<file path="config.mk">
export PLATFORM = sky130hd
export DESIGN_NAME = lir_lane
export DESIGN_NICKNAME = d
export VERILOG_FILES = /design/src/hw/rtl/lir_pkg.sv /design/src/hw/rtl/lir_lane.sv
export SDC_FILE = /design/constraint.sdc
export NUM_CORES = 2
export LEC_CHECK = 0
export ABC_AREA = 0
export BUFFER_PORTS_ARGS = -buffer_cell sky130_fd_sc_hd__buf_4
export CAP_MARGIN = 20
export CORE_MARGIN = 1
export CORE_UTILIZATION = 40
export CTS_CLUSTER_DIAMETER = 80
export DETAILED_ROUTE_END_ITERATION = 7
export GPL_TIMING_DRIVEN = 0
export PLACE_DENSITY = 0.67
export RECOVER_POWER = 25
export REMOVE_ABC_BUFFERS = 1
export SYNTH_ARGS = -nofsm -noshare
export SYNTH_HDL_FRONTEND = slang
export SYNTH_SLANG_ARGS = --single-unit
</file>
<file path="constraint.sdc">
create_clock -name clk_i -period 19.8 [get_ports clk_i]
set_clock_uncertainty 0.15 [all_clocks]
set_input_delay 1.98 -clock clk_i [delete_from_list [all_inputs] [get_ports clk_i]]
set_output_delay 1.98 -clock clk_i [all_outputs]
set_load 0.02 [all_outputs]
</file>
<file path="src/hw/rtl/lir_pkg.sv">
`timescale 1ns / 1ps
// ----------------------------------------------------------------------------
// Linear interpolation resampler package
// Shared widths, register indexes, reset values and the lane request type.
// ----------------------------------------------------------------------------
package lir_pkg;

  localparam int unsigned MAX_CHANNELS_DEF   = 4;
  localparam int unsigned SAMPLE_BITS_DEF    = 24;
  localparam int unsigned MAX_UPSAMPLE_DEF   = 64;
  localparam int unsigned FIELD_CHANNELS     = 4;

  localparam int unsigned RATE_W    = 19;
  localparam int unsigned PHASE_W   = 21;
  localparam int unsigned CHCNT_W   = 3;
  localparam int unsigned CFG_IDX_W = 2;

  localparam logic [CFG_IDX_W-1:0] CFG_CHANNEL_COUNT = 2'd0;
  localparam logic [CFG_IDX_W-1:0] CFG_INPUT_RATE    = 2'd1;
  localparam logic [CFG_IDX_W-1:0] CFG_OUTPUT_RATE   = 2'd2;

  localparam logic [CHCNT_W-1:0] CHCNT_RESET = 3'd1;
  localparam logic [RATE_W-1:0]  RATE_RESET  = 19'd48000;

  typedef struct packed {
    logic                      start;
    logic signed [PHASE_W-1:0] num;
    logic [RATE_W-1:0]         outr;
  } lane_req_t;

endpackage

</file>
<file path="src/hw/rtl/lir_lane.sv">
`timescale 1ns / 1ps
// ----------------------------------------------------------------------------
// Resampler interpolation lane
// Computes prev + round((cur - prev) * num / outr) with saturation for one
// channel, using a registered multiply and a bit-serial restoring divider.
// ----------------------------------------------------------------------------
module lir_lane #(
  parameter int unsigned SAMPLE_BITS = lir_pkg::SAMPLE_BITS_DEF
) (
  input  logic                          clk_i,
  input  logic                          rst_ni,
  input  lir_pkg::lane_req_t            req_i,
  input  logic signed [SAMPLE_BITS-1:0] prev_i,
  input  logic signed [SAMPLE_BITS-1:0] cur_i,
  output logic                          done_o,
  output logic signed [SAMPLE_BITS-1:0] res_o
);
  import lir_pkg::*;

  localparam int unsigned DIFF_W = SAMPLE_BITS + 1;
  localparam int unsigned PROD_W = DIFF_W + PHASE_W;
  localparam int unsigned MAG_W  = PROD_W - 1;
  localparam int unsigned N_W    = MAG_W + 1;
  localparam int unsigned D_W    = RATE_W + 1;
  localparam int unsigned QB     = SAMPLE_BITS + 1;
  localparam int unsigned HI_W   = N_W - QB;
  localparam int unsigned IT_W   = $clog2(QB);
  localparam int unsigned SUM_W  = QB + 2;
  localparam logic [IT_W-1:0] IT_LAST = IT_W'(QB - 1);
  localparam logic signed [SUM_W-1:0] HI_LIM = {{(SUM_W-SAMPLE_BITS+1){1'b0}},
                                                {(SAMPLE_BITS-1){1'b1}}};
  localparam logic signed [SUM_W-1:0] LO_LIM = ~HI_LIM;

  localparam logic [2:0] L_IDLE = 3'd0;
  localparam logic [2:0] L_MUL  = 3'd1;
  localparam logic [2:0] L_PREP = 3'd2;
  localparam logic [2:0] L_DIV  = 3'd3;
  localparam logic [2:0] L_FIN  = 3'd4;

  logic [2:0]                    st_q, st_d;
  logic signed [DIFF_W-1:0]      diff_q;
  logic signed [PHASE_W-1:0]     num_q;
  logic [RATE_W-1:0]             outr_q;
  logic signed [SAMPLE_BITS-1:0] prev_q;
  logic signed [PROD_W-1:0]      prod_q;
  logic                          neg_q, ovf_q;
  logic [D_W-1:0]                den_q, rem_q;
  logic [QB-1:0]                 low_q;
  logic [IT_W-1:0]               it_q;
  logic signed [SAMPLE_BITS-1:0] res_q;

  logic [PROD_W-1:0]        prod_abs;
  logic [MAG_W-1:0]         mag;
  logic [N_W-1:0]           numer;
  logic [D_W-1:0]           den;
  logic [HI_W-1:0]          hi;
  logic                     ovf;
  logic [D_W:0]             trial, trial_sub;
  logic                     ge;
  logic [QB-1:0]            qmag;
  logic signed [SUM_W-1:0]  qs, sum;
  logic signed [SAMPLE_BITS-1:0] sat_val;

  always_comb begin
    prod_abs  = prod_q[PROD_W-1] ? PROD_W'(-prod_q) : PROD_W'(prod_q);
    mag       = prod_abs[MAG_W-1:0];
    numer     = {mag, 1'b0} + N_W'(outr_q);
    den       = {outr_q, 1'b0};
    hi        = numer[N_W-1:QB];
    ovf       = hi >= HI_W'(den);
    trial     = {rem_q, low_q[QB-1]};
    trial_sub = trial - {1'b0, den_q};
    ge        = trial >= {1'b0, den_q};
    qmag      = ovf_q ? {QB{1'b1}} : low_q;
    qs        = neg_q ? -$signed({2'b00, qmag}) : $signed({2'b00, qmag});
    sum       = SUM_W'(prev_q) + qs;
    if (sum > HI_LIM) begin
      sat_val = HI_LIM[SAMPLE_BITS-1:0];
    end else if (sum < LO_LIM) begin
      sat_val = LO_LIM[SAMPLE_BITS-1:0];
    end else begin
      sat_val = sum[SAMPLE_BITS-1:0];
    end
  end

  always_comb begin
    st_d = st_q;
    case (st_q)
      L_IDLE: begin
        if (req_i.start) st_d = L_MUL;
      end
      L_MUL:  st_d = L_PREP;
      L_PREP: st_d = L_DIV;
      L_DIV: begin
        if (it_q == IT_LAST) st_d = L_FIN;
      end
      L_FIN:  st_d = L_IDLE;
      default: st_d = L_IDLE;
    endcase
  end

  always_ff @(posedge clk_i or negedge rst_ni) begin
    if (!rst_ni) begin
      st_q <= L_IDLE;
    end else begin
      st_q <= st_d;
    end
  end

  always_ff @(posedge clk_i) begin
    case (st_q)
      L_IDLE: begin
        if (req_i.start) begin
          diff_q <= DIFF_W'(cur_i) - DIFF_W'(prev_i);
          num_q  <= req_i.num;
          outr_q <= req_i.outr;
          prev_q <= prev_i;
        end
      end
      L_MUL: begin
        prod_q <= diff_q * num_q;
      end
      L_PREP: begin
        neg_q <= prod_q[PROD_W-1];
        ovf_q <= ovf;
        den_q <= den;
        rem_q <= ovf ? '0 : hi[D_W-1:0];
        low_q <= numer[QB-1:0];
        it_q  <= '0;
      end
      L_DIV: begin
        rem_q <= ge ? trial_sub[D_W-1:0] : trial[D_W-1:0];
        low_q <= {low_q[QB-2:0], ge};
        it_q  <= it_q + 1'b1;
      end
      L_FIN: begin
        res_q <= sat_val;
      end
      default: begin
      end
    endcase
  end

  assign done_o = (st_q == L_IDLE);
  assign res_o  = res_q;

endmodule

</file>
Word level (Yosys, flattened, before mapping)

Index checks and enable logic that the tools add are counted.

Memories: 0
Bits in latches: 0
Memory bits (writable): 0
Flip-flop bits (word level): 233
Word-level logic and storage cells: 48
Memory bits (read-only): 0
Bits of input ports: 91

Magnitude comparators: 4
Add/subtract/negate cells: 7
Multiply operators: 1
Eq/ne operators: 7
Shifts and indexed selects: 0
Reductions and logical operators: 4
Multiplexer cells: 12
Div/mod/pow operators: 0
Bitwise gates (word level): 0

Operators by type and width:

| kind                                                                               | count |
|---|---|
| 25-bit case mux with 2 select lines                                                | 1 |
| 46-bit by 19-bit adder with 46-bit output                                          | 1 |
| 25-bit by 21-bit multiplier with 46-bit output                                     | 1 |
| 45-bit 2-to-1 mux                                                                  | 1 |
| 45-bit negation                                                                    | 1 |
| 21-bit by 20-bit greater-or-equal comparator with 1-bit output                     | 2 |
| 20-bit 2-to-1 mux                                                                  | 2 |
| 20-bit case mux with 2 select lines                                                | 1 |
| 24-bit by 27-bit adder with 27-bit output                                          | 1 |
| 27-bit by 24-bit greater-than comparator with 1-bit output (second input constant) | 1 |
| 27-bit by 24-bit < comparator with 1-bit output (second input constant)            | 1 |
| 27-bit 2-to-1 mux                                                                  | 1 |
| 25-bit negation with 27-bit output                                                 | 1 |
| 25-bit 2-to-1 mux                                                                  | 1 |
| 24-bit by 24-bit subtractor with 25-bit output                                     | 1 |
| 24-bit 2-to-1 mux                                                                  | 1 |
| 20-bit subtractor                                                                  | 1 |
| 3-bit case mux with 4 select lines                                                 | 1 |
| 5-bit case mux with 2 select lines                                                 | 1 |
| 3-bit by 2-bit equality test with 1-bit output (second input constant)             | 2 |
| 3-bit 2-to-1 mux                                                                   | 2 |
| 5-bit by 1-bit adder with 5-bit output (second input constant)                     | 1 |
| 5-bit equality test (second input constant)                                        | 1 |
| 2-bit != test (second input constant)                                              | 2 |
| other kinds (5)                                                                    | 6 |

Longest topological paths before layout

Depth in word-level cells: 6
Depth in mapped cells: 28

Worst setup path after synthesis

No wires, ideal clock.

Kind: flip-flop to flip-flop
Start: reg num_q[5]
End: reg prod_q[45] (data pin)
Data required time: 19.389 ns
Path slack: 12.302 ns
Data arrival time: 7.086 ns
Stages on the path, launching flop included: 26
Clock period less this slack: 7.498 ns
Path through: edfxtp_1 clkbuf_1 and2_1 fa_1 fa_1 inv_1 fa_1 inv_1 fa_1 inv_1 fa_1 inv_1 fa_1 inv_1 fa_1 inv_1 ha_1 o21a_1 o21ai_0 o2111a_1 o41ai_1 a21oi_1 o41ai_1 nand2_1 o21ai_0 xnor2_1

Word-level cells in the longest chain between the ends: 1

RTL lines:

| element                                        | line            | RTL |
|---|---|---|
| start: declaration                             | lir_lane.sv:42  | `logic signed [PHASE_W-1:0] num_q;` |
| start signal: assignment                       | lir_lane.sv:115 | `num_q <= req_i.num;` |
| 25-bit by 21-bit multiplier with 46-bit output | lir_lane.sv:121 | `prod_q <= diff_q * num_q;` |
| end signal: assignment                         | lir_lane.sv:121 |  |
| end: declaration                               | lir_lane.sv:45  | `logic signed [PROD_W-1:0] prod_q;` |

Every way passes these cells.
A chain may end at the register's enable or synchronous reset.

Worst setup path after layout

Start: reg diff_q[10]
End: reg prod_q[45] (data pin)

Word-level cells in the longest chain between the ends: 1

RTL lines:

| element                                        | line            | RTL |
|---|---|---|
| start: declaration                             | lir_lane.sv:41  | `logic signed [DIFF_W-1:0] diff_q;` |
| start signal: assignment                       | lir_lane.sv:114 | `diff_q <= DIFF_W'(cur_i) - DIFF_W'(prev_i);` |
| 25-bit by 21-bit multiplier with 46-bit output | lir_lane.sv:121 |  |

Every way passes these cells.

==> key figures <==
Status
  – Status: finished, violations left
  – Failing checks: max-capacitance violations, max-slew violations

Synthesis
  – Top FF cell, synth: edfxtp_1
  – Most frequent cell after synthesis: inv_1
  – Synth Area in Adders: approximately two fifths
  – Largest family of logic cells by synthesized area: adder cells
  – Top post-synthesis cells by area: fa_1 32%, edfxtp_1 20%, ha_1 8.4%
  – Post-synthesis mux area share: less than 1%
  – Synth area leader: fa_1
  – FF+latch count, synth: approximately 230
  – Yosys top cell area share: 31.50%
  – Netlist cell types: 80
  – Register area share after synthesis: between 20% and 30%
  – Synth Cell Area: between 30000 and 40000 µm²
  – Ys async rst share: under 10%
  – Synth Area in Simple Gates: between 10 and 15%
  – Number of synthesized flops with an enable pin: between 200 and 250
  – Post-synthesis compound-gate area fraction: about 10%
  – Ys Warns: 0
  – Syn_area_per_cell: around 9.4 µm²
  – Xor and xnor area share after synthesis: 5.114%
  – Post-Synthesis Cells: 3625
  – Commonest cells in the netlist: 713 x inv_1, 539 x fa_1, 411 x nand2_1

STA
  – Relative slew slack: -46.05%
  – Final setup TNS: 0 ps
  – RSZ-0062 raised after global routing: false
  – Setup-failing EPs final: 0
  – F_max: approximately 0.11 GHz
  – Final worst-path cycle share: between 40 and 50%
  – Final Max Slew Viols: 38
  – Endpoints failing hold: 0
  – Final min period: slightly below 9000 ps
  – Worst-Margin Slew: roughly 2200 ps

Floorplan
  – Die area: 86810 µm²
  – Die Wd: ~290 µm
  – Boundary Pins: approximately 120
  – Row count: 106
  – Starting density of the core: between 40% and 50%
  – Core area: ~84000 µm²
  – Chip Height: approximately 300 µm

Run
  – Max-Cap Viols: 2

Critical path
  – CP Launch Type: register
  – Cell Chain, Critical Path: and2_1 -> fa_1 -> fa_1 -> inv_1 -> fa_1 -> inv_1 -> fa_1 -> inv_1 -> fa_1 -> inv_1 -> fa_1 -> inv_1 -> fa_1 -> inv_1 -> ha_1 -> o21a_1 -> o21ai_0 -> o2111a_1 -> o41ai_1 -> a21oi_1 -> o41ai_1 -> nand2_1 -> o21ai_0 -> xnor2_1
  – Worst-path maximum fanout: 21
  – Data arrival time of the worst path: about 9000 ps
  – Crit path kind: reg2reg
  – Largest stage delay on the critical path: around 1100 ps
  – Worst endpoint required time: 19950 ps
  – CP dominant cell by count: fa_1
  – CP endpoint kind: register
  – Top Family by Delay on Critical Path: adder cells
  – Worst Path Buf+Inv: 6
  – Slowest CP cell: edfxtp_1

CTS
  – Worst skew pair latency: 580 ps
  – Post-CTS Hold Buffers: 0
  – Setup Buffers After CTS: 0
  – Num CTS Buffers: 29
  – CTS tree: built
  – Clk pin slew, worst setup/hold paths: 60 ps
  – Htree depth: 1
  – Bufs on Longest Clock Path: 3
  – Clock root buffer: clkbuf_16
  – # resized after CTS: 0
  – CTS Sinks: 233

Global routing
  – Largest net degree at the start of global routing: 65
  – Initial antenna violation count: 1
  – GR Overflow Total: 0
  – Global-route wire length before repair: 139900 µm
  – Vias in the first global route: 26258
  – Gr usage total: between 20% and 30%

Placement
  – Placer Congestion: ~0.9
  – Port Buffers: 115
  – Dpl hpwl: around 67000 µm

Route
  – Drt initial violations: ~1800
  – Routed Antenna Nets: 0
  – Via count: approximately 25000
  – Vias per cell: 5.239
  – WL final: about 86000 µm
  – Initial DRT Pass Iterations: 7
  – WL/cell: around 18 µm
  – Remaining DRCs: 0

Cells and area
  – Area added between synthesis and finish: 9.713%
  – Layout cell share with drive strength beyond 1: between 5 and 6%
  – Final Core Density: roughly 45%
  – Fin nets: around 4500

Worst hold path
  – Worst Hold Class: reg2reg

Power
  – Worst VDD drop: about 70 µV
  – Static Leakage: 17.41 nW
  – Pwr Density: around 92 nW/µm²
## worst register-to-register path, stage by stage, from the launching register on
cell	delay [ps]
edfxtp_1	1100
and2_1	300
fa_1	440
fa_1	520
inv_1	50
fa_1	530
inv_1	60
fa_1	500
inv_1	50
fa_1	470
inv_1	50
fa_1	530
inv_1	60
fa_1	530
inv_1	40
ha_1	370
o21a_1	140
o21ai_0	100
o2111a_1	340
o41ai_1	840
a21oi_1	200
o41ai_1	680
nand2_1	200
o21ai_0	240
xnor2_1	110
## placed cells by master, fill, tap and decap left out, types with 16 or more instances in the layout
master,count
fa_1,539
and2_1,212
nand4_1,20
a31oi_1,18
or3_1,22
nand2_1,410
buf_16,19
o211ai_1,16
inv_1,713
xnor2_1,116
a21oi_1,151
nor3_1,37
ha_1,229
nor2_1,148
nand2b_1,26
o21ai_0,91
nor4_1,17
nand3_1,35
edfxtp_1,230
a211oi_1,26
buf_4,52
clkbuf_16,29
o41ai_1,19
clkbuf_4,40
xor2_1,84
nor2b_1,19
o21a_1,22
o22ai_1,16
clkbuf_1,30
a21o_1,69
o31ai_1,21
## final timing paths
path,start,slack [ps],endpoint,cells past startpoint
hold / removal,st_q[2],390,st_q[0],1
setup reg to reg,diff_q[10],10920,prod_q[45],24
setup / recovery,diff_q[10],10920,prod_q[45],24
max in group asynchronous,rst_ni,18290,st_q[1],1
hold reg to reg,st_q[2],390,st_q[0],1
min in group asynchronous,rst_ni,1050,st_q[0],1
## final cells by class
type / instances / area (µm²)
sequential: 233 / 6982
inverter: 714 / 2683
multi-input combinational: 2537 / 24080
timing repair buffer: 146 / 1441
tap: 1134 / 1419
clock buffer: 33 / 740.7
antenna: 2 / 5.005
clock inverter: 20 / 232.7
fill: 8033 / 46640
## sequential cells by signal, indices dropped and copies added, names as in the netlist
register,count
st_q,3
num_q,21
outr_q,19
res_o,24
den_q,19
ovf_q,1
low_q,25
it_q,5
rem_q,20
prev_q,24
neg_q,1
diff_q,25
prod_q,46
## kinds of logic (layout without fill, tap and decap cells)
| group | count (synthesis) | in the layout |
|---|---|---|
| XOR/XNOR | 200 | 200 |
| multiplexers | 8 | 8 |
| other | 0 | 2 |
| adder cells (fa/ha/maj) | 768 | 768 |
| buffers and inverters | 855 | 913 |
| AO/OA/AOI/OAI | 534 | 534 |
| flip-flops | 233 | 233 |
| AND/OR/NAND/NOR | 1027 | 1027 |
## power by group
| group | internal [W] | leakage (nW) | switching [W] |
|---|---|---|---|
| clock network | 0.000332 | 0.483 | 0.000220 |
| registers | 0.000747 | 2.18 | 0.0000944 |
| logic | 0.000875 | 14.7 | 0.00117 |
| total | 0.00195 | 17.4 | 0.00149 |
## per-stage QoR
| stage | total power [W] | std cells | hold WS, ps | worst slack (ps) | cell area [µm²] |
|---|---|---|---|---|---|
| after floorplan | 0.002366 | 3484 | 306.8 | 12240 | 33710 |
| after global placement | 0.002823 | 4733 | 363.1 | 10910 | 36000 |
| after detailed placement | 0.002880 | 4753 | 403.3 | 10970 | 36440 |
| after CTS | 0.003453 | 4806 | 422.1 | 10930 | 37410 |
| after global routing | 0.003749 | 4818 | 434.4 | 10450 | 37580 |
| final | 0.003443 | 4819 | 386.8 | 10920 | 37580 |
## metal layers
metal / global-route usage (%) / part of all wire [%]
met5: 0 / 0
met4: 6.441 / 3.1
met3: 3.220 / 6.5
met2: 34.44 / 47
met1: 27.27 / 43
(Power assumes the default switching activity.)
